==> src/rtl/core/edma_pkg.sv <==
// Shared constants and types for the echo distance dual moving average block.
`timescale 1ns / 1ps
`default_nettype none

package edma_pkg;

   localparam int DATA_W          = 16;
   localparam int CSR_IDX_W       = 2;
   localparam int SHORT_DEPTH_DEF = 8;
   localparam int LONG_DEPTH_DEF  = 64;

   localparam logic [DATA_W-1:0] INIT_FILL_Q8 = 16'd51200;
   localparam logic [18:0]       CONV_FACTOR  = 19'd287729;
   localparam logic [15:0]       CONV_ROUND   = 16'h8000;

   localparam logic [DATA_W-1:0] MIN_VALID_RESET = 16'd512;
   localparam logic [DATA_W-1:0] MAX_VALID_RESET = 16'd51200;
   localparam logic [DATA_W-1:0] FAR_SUB_RESET   = 16'd25600;

   typedef enum logic [CSR_IDX_W-1:0] {
      CSR_MIN_VALID = 2'd0,
      CSR_MAX_VALID = 2'd1,
      CSR_FAR_SUB   = 2'd2
   } csr_index_type;

   typedef struct packed {
      logic issue;
      logic push;
      logic commit;
      logic out_load;
   } win_ctl_type;

endpackage

`default_nettype wire

==> src/rtl/core/echo_distance_dual_moving_average.sv <==
// Top level: echo distance filter with short and long moving averages.
// Four register stages from item accept to result valid (convert, classify/read, sum update,
// average multiply into the output register). Throughput: one item per cycle while rsp_stall
// is low; each window memory is read once and written once per cycle.
// Stages collapse bubbles, so req_stall rises only when all four stages hold an item.
// Reset clears the stage valids, loads the threshold defaults and the 200 cm fill sums;
// window memories are not cleared, a per-window wrap flag substitutes the fill for unwritten entries.
`timescale 1ns / 1ps
`default_nettype none

module echo_distance_dual_moving_average import edma_pkg::*; #(
   parameter int SHORT_DEPTH = SHORT_DEPTH_DEF,
   parameter int LONG_DEPTH  = LONG_DEPTH_DEF
) (
   input  wire logic                 clock,
   input  wire logic                 reset,
   input  wire logic                 req_valid,
   output logic                      req_stall,
   input  wire logic [15:0]          req_echo_time_us,
   output logic                      rsp_valid,
   input  wire logic                 rsp_stall,
   output logic                      rsp_accepted,
   output logic      [DATA_W-1:0]    rsp_sample_q8,
   output logic      [DATA_W-1:0]    rsp_short_average_q8,
   output logic      [DATA_W-1:0]    rsp_long_average_q8,
   input  wire logic                 csr_valid,
   output logic                      csr_ready,
   input  wire logic [CSR_IDX_W-1:0] csr_index,
   input  wire logic [DATA_W-1:0]    csr_data
);

   logic [DATA_W-1:0] min_ff, max_ff, sub_ff;
   logic              ld_a, ld_b, ld_c, ld_d;
   logic              a_v_ff;
   logic [DATA_W-1:0] a_dist;
   logic              a_acc;
   logic [DATA_W-1:0] a_sample;
   logic              b_v_ff, b_acc_ff;
   logic [DATA_W-1:0] b_sample_ff;
   logic              c_v_ff, c_acc_ff;
   logic [DATA_W-1:0] c_sample_ff;
   logic              d_v_ff, d_acc_ff;
   logic [DATA_W-1:0] d_sample_ff;
   win_ctl_type       win_ctl;

   assign csr_ready = 1'b1;

   always_ff @(posedge clock) begin
      if (reset) begin
         min_ff <= MIN_VALID_RESET;
         max_ff <= MAX_VALID_RESET;
         sub_ff <= FAR_SUB_RESET;
      end else if (csr_valid && csr_ready) begin
         unique case (csr_index_type'(csr_index))
            CSR_MIN_VALID: min_ff <= csr_data;
            CSR_MAX_VALID: max_ff <= csr_data;
            CSR_FAR_SUB:   sub_ff <= csr_data;
            default: ;
         endcase
      end
   end

   // stage loads, bubbles collapse
   assign ld_d      = !d_v_ff || !rsp_stall;
   assign ld_c      = !c_v_ff || ld_d;
   assign ld_b      = !b_v_ff || ld_c;
   assign ld_a      = !a_v_ff || ld_b;
   assign req_stall = !ld_a;

   edma_convert u_convert (
      .clock        (clock),
      .load         (ld_a),
      .echo_time_us (req_echo_time_us),
      .dist_q8      (a_dist)
   );

   always_comb begin
      a_acc    = a_dist >= min_ff;
      a_sample = (a_acc && a_dist > max_ff) ? sub_ff : a_dist;
   end

   always_comb begin
      win_ctl.issue    = ld_b;
      win_ctl.push     = a_v_ff && a_acc;
      win_ctl.commit   = b_v_ff && b_acc_ff && ld_c;
      win_ctl.out_load = ld_d;
   end

   edma_window #(.DEPTH(SHORT_DEPTH)) u_short_window (
      .clock      (clock),
      .reset      (reset),
      .ctl        (win_ctl),
      .wr_data    (b_sample_ff),
      .average_q8 (rsp_short_average_q8)
   );

   edma_window #(.DEPTH(LONG_DEPTH)) u_long_window (
      .clock      (clock),
      .reset      (reset),
      .ctl        (win_ctl),
      .wr_data    (b_sample_ff),
      .average_q8 (rsp_long_average_q8)
   );

   always_ff @(posedge clock) begin
      if (reset) begin
         a_v_ff <= 1'b0;
         b_v_ff <= 1'b0;
         c_v_ff <= 1'b0;
         d_v_ff <= 1'b0;
      end else begin
         if (ld_a) begin
            a_v_ff <= req_valid;
         end
         if (ld_b) begin
            b_v_ff <= a_v_ff;
         end
         if (ld_c) begin
            c_v_ff <= b_v_ff;
         end
         if (ld_d) begin
            d_v_ff <= c_v_ff;
         end
      end
   end

   always_ff @(posedge clock) begin
      if (ld_b) begin
         b_acc_ff    <= a_acc;
         b_sample_ff <= a_sample;
      end
      if (ld_c) begin
         c_acc_ff    <= b_acc_ff;
         c_sample_ff <= b_sample_ff;
      end
      if (ld_d) begin
         d_acc_ff    <= c_acc_ff;
         d_sample_ff <= c_sample_ff;
      end
   end

   assign rsp_valid     = d_v_ff;
   assign rsp_accepted  = d_acc_ff;
   assign rsp_sample_q8 = d_sample_ff;

   a_stall_only_full: assert property (@(posedge clock) disable iff (reset)
      req_stall |-> (a_v_ff && b_v_ff && c_v_ff && d_v_ff))
      else $error("input stalled with a free pipeline stage");

   a_no_repeat: assert property (@(posedge clock) disable iff (reset)
      $past(d_v_ff && !rsp_stall) && !$past(c_v_ff) |-> !d_v_ff)
      else $error("result repeated after it was taken");

   a_item_from_input: assert property (@(posedge clock) disable iff (reset)
      $rose(a_v_ff) |-> $past(req_valid && !req_stall))
      else $error("item appeared in convert stage without an accept");

endmodule

`default_nettype wire

==> src/rtl/core/edma_convert.sv <==
// Echo time to Q8.8 centimetre conversion stage.
`timescale 1ns / 1ps
`default_nettype none

module edma_convert import edma_pkg::*; (
   input  wire logic              clock,
   input  wire logic              load,
   input  wire logic [15:0]       echo_time_us,
   output logic      [DATA_W-1:0] dist_q8
);

   logic [34:0]       prod;
   logic [18:0]       scaled;
   logic [DATA_W-1:0] dist_in;
   logic [DATA_W-1:0] dist_ff;

   always_comb begin
      prod    = 35'(echo_time_us) * 35'(CONV_FACTOR) + 35'(CONV_ROUND);
      scaled  = prod[34:16];
      dist_in = (|scaled[18:16]) ? {DATA_W{1'b1}} : scaled[15:0];
   end

   always_ff @(posedge clock) begin
      if (load) begin
         dist_ff <= dist_in;
      end
   end

   assign dist_q8 = dist_ff;

endmodule

`default_nettype wire

==> src/rtl/core/edma_window.sv <==
// Ring window memory with running sum and reciprocal-multiply average.
`timescale 1ns / 1ps
`default_nettype none

module edma_window import edma_pkg::*; #(
   parameter int DEPTH = SHORT_DEPTH_DEF
) (
   input  wire logic              clock,
   input  wire logic              reset,
   input  wire win_ctl_type       ctl,
   input  wire logic [DATA_W-1:0] wr_data,
   output logic      [DATA_W-1:0] average_q8
);

   localparam int AW = $clog2(DEPTH);
   localparam int SW = DATA_W + AW;
   localparam int SH = SW + AW;
   localparam int PW = 2 * SW + 1;

   localparam logic [63:0]    RECIP_WIDE = ((64'd1 << SH) + 64'(DEPTH) - 64'd1) / 64'(DEPTH);
   localparam logic [SW:0]    RECIP      = RECIP_WIDE[SW:0];
   localparam logic [SW-1:0]  SUM_INIT   = SW'(DEPTH * int'(INIT_FILL_Q8));
   localparam logic [AW-1:0]  LAST_POS   = AW'(DEPTH - 1);

   logic [DATA_W-1:0] win_ff [DEPTH];
   logic [AW-1:0]     pos_ff, pos_in;
   logic              wrapped_ff, wrapped_in;
   logic [AW-1:0]     addr_ff;
   logic              fill_ff;
   logic [DATA_W-1:0] rd_ff;
   logic [DATA_W-1:0] old_value;
   logic [SW-1:0]     sum_ff, sum_in;
   logic [PW-1:0]     prod_ff;

   always_comb begin
      pos_in     = pos_ff;
      wrapped_in = wrapped_ff;
      if (ctl.issue && ctl.push) begin
         if (pos_ff == LAST_POS) begin
            pos_in     = '0;
            wrapped_in = 1'b1;
         end else begin
            pos_in = pos_ff + AW'(1);
         end
      end
   end

   // entries not yet written on the first pass hold the initial fill
   assign old_value = fill_ff ? rd_ff : INIT_FILL_Q8;

   always_comb begin
      sum_in = sum_ff;
      if (ctl.commit) begin
         sum_in = sum_ff - SW'(old_value) + SW'(wr_data);
      end
   end

   always_ff @(posedge clock) begin
      if (reset) begin
         pos_ff     <= '0;
         wrapped_ff <= 1'b0;
         sum_ff     <= SUM_INIT;
      end else begin
         pos_ff     <= pos_in;
         wrapped_ff <= wrapped_in;
         sum_ff     <= sum_in;
      end
   end

   always_ff @(posedge clock) begin
      if (ctl.issue) begin
         rd_ff   <= win_ff[pos_ff];
         addr_ff <= pos_ff;
         fill_ff <= wrapped_ff;
      end
      if (ctl.commit) begin
         win_ff[addr_ff] <= wr_data;
      end
   end

   always_ff @(posedge clock) begin
      if (ctl.out_load) begin
         prod_ff <= PW'(sum_ff) * PW'(RECIP);
      end
   end

   assign average_q8 = prod_ff[SH +: DATA_W];

   a_no_same_entry: assert property (@(posedge clock) disable iff (reset)
      ctl.issue && ctl.commit |-> pos_ff != addr_ff)
      else $error("window read and write hit the same entry");

   a_wrap_at_zero: assert property (@(posedge clock) disable iff (reset)
      $rose(wrapped_ff) |-> pos_ff == '0)
      else $error("window wrap flag set away from position zero");

   a_wrap_sticky: assert property (@(posedge clock) disable iff (reset)
      $fell(wrapped_ff) |-> $past(reset))
      else $error("window wrap flag cleared without reset");

endmodule

`default_nettype wire

==> config.mk <==
export PLATFORM = sky130hd
export DESIGN_NAME = echo_distance_dual_moving_average
export DESIGN_NICKNAME = d
export VERILOG_FILES = /design/src/rtl/core/edma_pkg.sv /design/src/rtl/core/echo_distance_dual_moving_average.sv /design/src/rtl/core/edma_convert.sv /design/src/rtl/core/edma_window.sv
export SDC_FILE = /design/constraint.sdc
export NUM_CORES = 2
export LEC_CHECK = 0
export BUFFER_PORTS_ARGS = -buffer_cell sky130_fd_sc_hd__buf_2
export CORE_AREA = 2 2 331 415
export CTS_BUF_LIST = sky130_fd_sc_hd__clkbuf_4 sky130_fd_sc_hd__clkbuf_8
export DETAILED_ROUTE_END_ITERATION = 6
export DIE_AREA = 0 0 333 417
export PLACE_DENSITY = 0.65
export REMOVE_ABC_BUFFERS = 1
export SLEW_MARGIN = 20
export SYNTH_ARGS = -nofsm -noshare
export SYNTH_HDL_FRONTEND = slang
export SYNTH_SLANG_ARGS = --single-unit
==> constraint.sdc <==
create_clock -name clock -period 6.8 [get_ports clock]
set_input_delay 0.68 -clock clock [delete_from_list [all_inputs] [get_ports clock]]
set_output_delay 0.68 -clock clock [all_outputs]
set_load 0.01 [all_outputs]
## Word-level counts from Yosys, hierarchy flattened

Memories as Yosys holds them, arrays and structs flattened. A register that Yosys moved wholly into a read port is not among the register bits.
Index checks and enable logic that the tools add are counted.

- Add/sub/neg operators: 7
- Multipliers: 1
- $lt $le $gt $ge: 2
- Eq/ne operators: 4
- Multiplexer cells: 7
- Reduce and logical (&&, ||, !) cells: 22

Operator list:

| kind | number |
|---|---|
| 16-bit two-way mux | 3 |
| 35-bit by 16-bit adder with 35-bit output (second input constant) | 1 |
| 16-bit by 19-bit multiplier with 35-bit output (second input constant) | 1 |
| 22-bit by 16-bit adder with 22-bit output | 1 |
| 22-bit by 16-bit subtractor with 22-bit output | 1 |
| 19-bit by 16-bit adder with 19-bit output | 1 |
| 19-bit by 16-bit subtractor with 19-bit output | 1 |
| 16-bit >= comparator | 1 |
| 16-bit > comparator | 1 |
| 2-bit AND reduction | 5 |
| 6-bit by 1-bit adder with 6-bit output (second input constant) | 1 |
| 6-bit == test (second input constant) | 1 |
| 1-bit logical NOT | 6 |
| 6-bit two-way mux | 1 |
| 1-bit logical AND | 5 |
| 1-bit logical OR | 4 |
| 3-bit by 1-bit adder with 3-bit output (second input constant) | 1 |
| 3-bit == test (second input constant) | 1 |
| 3-bit two-way mux | 1 |
| 3-bit OR reduction | 1 |
| 2-bit by 1-bit == test with 1-bit output (second input constant) | 1 |
| 2-bit == test (second input constant) | 1 |
| 2-bit logical NOT | 1 |
| 1-bit two-way mux | 2 |

- Bits in registers: 223
- Memory bits (writable): 1152
- Output and inout bits: 52
- Word-level logic and storage cells: 71
- Memories kept: 2

Memories:

| name | depth | bits a word | rd ports | clocked after memory_dff | wr ports | line | text |
|---|---|---|---|---|---|---|---|
| u_long_window.win_ff | 64 | 16 | 1 | 1 | 1 | edma_window.sv:25 | `logic [DATA_W-1:0] win_ff [DEPTH];` |
| u_short_window.win_ff | 8 | 16 | 1 | 1 | 1 | edma_window.sv:25 |  |

## Depth between registers and ports, before layout

- Depth after elaboration: 6
- Gate-level depth with buffers: 22
- Mapped depth without buffers: 21

## Cells and area by module

Synthesis repeated with hierarchy kept, for this count alone.

- Cell total of the unflattened synthesis: 3459
- Area, all modules: 61171.2 µm²

By module, submodules not included:

| module | instances | cells each | area an instance (µm²) | sequential area each (µm²) |
|---|---|---|---|---|
| edma_window at u_long_window | 1 | 2027 | 43274.0 | 32501.2 |
| edma_window at u_short_window | 1 | 534 | 8341.8 | 5385.2 |
| edma_convert | 1 | 489 | 5116.2 | 480.5 |
| echo_distance_dual_moving_average | 1 | 409 | 4439.3 | 2572.5 |

## Worst setup path before layout

No wires, ideal clock.

- Path kind: input-to-reg
- From: input port req_echo_time_us[10]
- To: register u_convert.dist_ff[0] (netlist: u_convert.dist_q8[0]) (data pin)
- Setup time: 0.255 ns
- Data arrival time: 6.182 ns
- Required time: 6.545 ns
- Path slack: 0.363 ns
- Cell stages on the path: 21
- Path buffers: 1
- Path through: fa_1 fa_1 inv_1 fa_1 inv_1 fa_1 fa_1 inv_1 fa_1 inv_1 ha_1 and4_1 and2_1 a31oi_1 o2111ai_1 a31oi_1 o2111ai_1 a21oi_1 mux2i_2 buf_6 nand2_1

- Cells in the longest elaborated chain, start to end: 3

Ends and longest elaborated chain:

| element | line | text |
|---|---|---|
| start: declaration | echo_distance_dual_moving_average.sv:19 | `input wire logic [15:0] req_echo_time_us,` |
| 16-bit by 19-bit multiplier with 35-bit output (*) | edma_convert.sv:18 | `prod = 35'(echo_time_us) * 35'(CONV_FACTOR) + 35'(CONV_ROUND);` |
| 35-bit by 16-bit adder with 35-bit output (*) | edma_convert.sv:18 |  |
| 3-bit OR reduction | edma_convert.sv:20 | `dist_in = (\|scaled[18:16]) ? {DATA_W{1'b1}} : scaled[15:0];` |
| end signal: assignment | edma_convert.sv:25 | `dist_ff <= dist_in;` |
| end: declaration | edma_convert.sv:15 | `logic [DATA_W-1:0] dist_ff;` |

Every way passes the cells marked *; elsewhere a longest branch is shown, timed or not.
A chain may end at the register's enable or synchronous reset.

## Final worst setup path

- From: input port req_echo_time_us[4]
- To: register u_convert.dist_ff[10] (netlist: u_convert.dist_q8[10]) (data pin)

The elaborated chain is that of the path after synthesis.

==> metrics.md <==
| Metric | Value |
|---|---|
| Area delta synth->final | 12.29% |
| Number of global-route vias before repair | 31400 |
| Max-cap violations | 0 |
| First-pass GRT wire length | 199600 µm |
| Syn_area_per_cell | 18.30 µm² |
| Vert. Die Dim | 417 µm |
| Port Buf Inserts | 89 |
| Fin crit share | 0.8570 |
| Starting density of the core | 0.4471 |
| TritonCTS clock tree | done |
| Total grt overflow | 0 |
| Post-CTS Resized | 0 |
| DP Worst Slack | 0.08508 ns |
| Worst VDD drop | 302.3 µV |
| Clock latency on the worst-skew pair | 0.94 ns |
| Worst slew pin tran | between 1 and 1.5 ns |
| Crit. End Element | register |
| Largest net degree at the start of global routing | 117 |
| Non-Filler Instances | approximately 5500 |
| Worst-path maximum fanout | 11 |
| Logic gate share of total power | 0.286 |
| Core area | 0.1349 mm² |
| Io pins | 91 |
| Post-Syn Instances | 3296 |
| Worst path cell trace | buf_2 > fa_1 > inv_1 > fa_1 > ha_1 > inv_1 > fa_1 > inv_1 > fa_1 > inv_1 > fa_1 > inv_1 > ha_1 > a21oi_1 > nand2_1 > o41ai_2 > buf_4 > o2111ai_1 > a31oi_1 > o2111ai_1 > a21oi_1 > mux2i_2 > buf_4 > o21ai_0 |
| H-tree depth | 4 |
| Reg power frac | 0.444 |
| Worst-path clk slew | ~0.06 ns |
| Clock skew | 0.05365 ns |
| Vias per inst | 5.497 |
| Pint | 17.00 mW |
| Seq cells post-synth | between 1000 and 1500 |
| Crit path largest cell delay | about 0.59 ns |
| Pwr per Cell Area | 364.8 mW/mm² |
| Clock root cell | clkbuf_8 |
| Vias | 30340 |
| Row count | 151 |
| Sw Ratio | 0.3119 |
| Die span in x | 333 µm |
| Cells after DPL | slightly above 5000 |
| Gpl congestion | roughly 0.85 |
| Final hold vios | 0 |
| DIE AREA | 0.1389 mm² |
| Final setup violation count | 0 |
| Buffer and inverter count on the worst path | 8 |
| Post-route ant nets | 0 |
| Setup repair after global routing missed its margin | no |
| Synth cell types | 71 |
| First DRT Iteration DRCs | 2282 |
| Async set-or-reset flop fraction in the synthesized netlist | 0 |
| Critical Path RT | 7.44 ns |
| Total CTS buffers | 201 |
| Fin crit period | about 5.8 ns |
| CP Launch Type | input port |
| Clk sink count | 1398 |
| CP top delay family | adder cells |
| Synth warn | 0 |
| Main flop type after synthesis | edfxtp_1 |
| CTS max path bufs | 3 |
| Proportion of power drawn by the clock network | 0.270 |
| Seq/Total Area, Yosys | 0.6787 |
| Initial antenna violation count | 5 |
| Slowest cell on crit path | fa_1 |
| Dpl hpwl | 81740 µm |
| Crit Path Category | input port to register |
| Post-Syn Area | 0.06032 mm² |
| Hold Path Class | input port to register |
| Slew headroom | 0.3007 |
| Main area contributors after synthesis | edfxtp_1 (64%), mux4_2 (14%), ha_1 (4.3%) |
| Layout cells sized above 1 | 0.2574 |
| TritonRoute pass-1 iters | 6 |
| Tot Pwr | 24.71 mW |
| Post-synth EDFFs | 1294 |
| Gr usage total | 0.1934 |
| Final design utilization | 0.5021 |
| Cell taking the most area after synthesis | edfxtp_1 |
| Status | complete, no violations |
| Psw | 7.706 mW |
| WL final | about 130000 µm |
| WL per Instance | ~24 µm |
| Setup TNS | 0 ns |
| Leak | 23.08 nW |
| Residual DRC count | 0 |
| Post-synth top area share | 0.6442 |
| Fmax | 0.1716 GHz |
| Final layout net count | 3959 |
| Worst setup margin | approximately 0.97 ns |
| CP arrival | about 6.5 ns |
| Max-slew violation count | 0 |
-- final timing paths --
path,cells after the start,slack (ns),start,endpoint
hold / removal,3,0.11,csr_data[3],max_ff[3]$_SDFFE_PP0P_
setup reg to reg,14,2.32,b_sample_ff[12]$_DFFE_PP_,u_long_window.sum_ff[21]$_SDFFE_PP1P_
hold reg to reg,0,0.39,c_sample_ff[14]$_DFFE_PP_,rsp_sample_q8[14]$_DFFE_PP_
setup / recovery,24,0.97,req_echo_time_us[4],u_convert.dist_q8[10]$_SDFFCE_PP1N_
-- area by class of cell --
class / instances / area (µm²)
timing repair buffer: 232 / 1614
clock buffer: 280 / 3416
tap: 1759 / 2201
inverter: 253 / 949.7
multi-input combinational: 1512 / 17940
sequential: 1398 / 40960
fill: 11050 / 67170
clock inverter: 82 / 641.9
antenna: 4 / 10.01
-- worst register-to-register path, stage by stage, from the launching register on --
cell       delay, ns
edfxtp_1        0.32
buf_4           0.61
inv_1           0.30
fa_1            0.59
inv_1           0.04
ha_1            0.36
a21o_1          0.20
a21o_1          0.18
a21o_1          0.19
a2111oi_0       0.56
o31ai_2         0.24
a221oi_2        0.31
xnor2_1         0.10
or3_1           0.30
nand3_1         0.08
-- power groups by stage --
stage / Sequential [mW] / Clock, mW / Combinational (mW)
after floorplan: 11.7 / 0 / 4.58
after global placement: 11.1 / 0 / 6.97
after detailed placement: 11.2 / 0 / 7.09
after CTS: 11.0 / 6.85 / 7.15
after global routing: 11.0 / 7.18 / 7.94
final: 11.0 / 6.67 / 7.07
-- state kept, by name, indices dropped and copies added (netlist names), 3 cells and up --
| register | cells |
|---|---|
| b_sample_ff | 16 |
| u_long_window.rd_ff | 16 |
| u_short_window.addr_ff | 3 |
| u_long_window.sum_ff | 22 |
| u_convert.dist_q8 | 16 |
| sub_ff | 16 |
| u_short_window.prod_ff | 16 |
| u_long_window.prod_ff | 16 |
| u_long_window.win_ff | 1024 |
| u_long_window.pos_ff | 6 |
| u_short_window.rd_ff | 16 |
| rsp_sample_q8 | 16 |
| u_long_window.addr_ff | 6 |
| u_short_window.sum_ff | 19 |
| min_ff | 16 |
| u_short_window.pos_ff | 3 |
| c_sample_ff | 16 |
| u_short_window.win_ff | 128 |
| max_ff | 16 |
-- stage by stage --
stage / cell area [µm²] / hold slack [ns]
after floorplan: 59780 / 0.4003
after global placement: 63490 / 0.4018
after detailed placement: 63490 / 0.4045
after CTS: 67720 / 0.02620
after global routing: 67730 / 0.06202
final: 67730 / 0.1115
-- metal layers --
layer,up-vias,track usage,share of wire
li1,13480,-,-
met1,15800,0.2500,0.41
met2,848,0.3333,0.51
met3,208,0.03335,0.050
met4,4,0.06158,0.026
met5,-,0,0.00020
-- placed cells by master (no fill, tap or decap), types with 10 or more instances in the layout --
| cell type | Yosys | routed |
|---|---|---|
| edfxtp_1 | 1294 | 1294 |
| mux4_2 | 368 | 368 |
| inv_1 | 252 | 252 |
| clkbuf_8 | 0 | 210 |
| ha_1 | 209 | 209 |
| nand2_1 | 182 | 180 |
| buf_4 | 1 | 123 |
| fa_1 | 113 | 113 |
| nor2_1 | 112 | 112 |
| a21oi_1 | 107 | 107 |
| dfxtp_1 | 104 | 99 |
| buf_2 | 24 | 88 |
| clkbuf_4 | 0 | 70 |
| clkinv_1 | 1 | 45 |
| o21ai_0 | 40 | 40 |
| and2_1 | 34 | 34 |
| a21o_1 | 33 | 33 |
| nand3_1 | 33 | 32 |
| mux2_2 | 32 | 32 |
| xnor2_1 | 25 | 25 |
| nor2b_1 | 19 | 19 |
| dlygate4sd3_1 | 0 | 17 |
| nor3_1 | 17 | 15 |
| clkinv_2 | 0 | 15 |
| xor2_1 | 14 | 14 |
| nand4_1 | 14 | 14 |
| and3_1 | 13 | 13 |
| a31oi_1 | 13 | 13 |
| o211ai_1 | 12 | 12 |
| nand2b_1 | 10 | 10 |
-- logic make-up (layout without fill, tap and decap cells) --
logic type      count (synthesis)  after routing  share of synthesized area
flops                        1398           1398                     0.6787
simple gates                  480            480                    0.03761
mux                           401            401                     0.1436
buf+inv                       386            847                    0.02470
fa+ha+maj                     322            322                    0.08086
compound gates                269            269                    0.02879
xor+xnor                       39             39                   0.005663
other cells                     1              5                 0.00006217
-- what timing repair did --
item / in CTS / in global routing
hold endpoints to repair: 37 / 0
setup endpoints to repair: 0 / 0
hold buffers: 17 / 0
setup buffers: 0 / 0
-- synth_stat cells (24+ instances only) --
cell type,count
buf_2,24
xnor2_1,25
ha_1,209
a21o_1,33
o21ai_0,40
mux4_2,368
inv_1,252
and2_1,34
a21oi_1,107
edfxtp_1,1294
dfxtp_1,104
mux2_2,32
clkbuf_1,92
nand2_1,182
nand3_1,33
nor2_1,112
fa_1,113
Power figures use the tool's default switching activity.
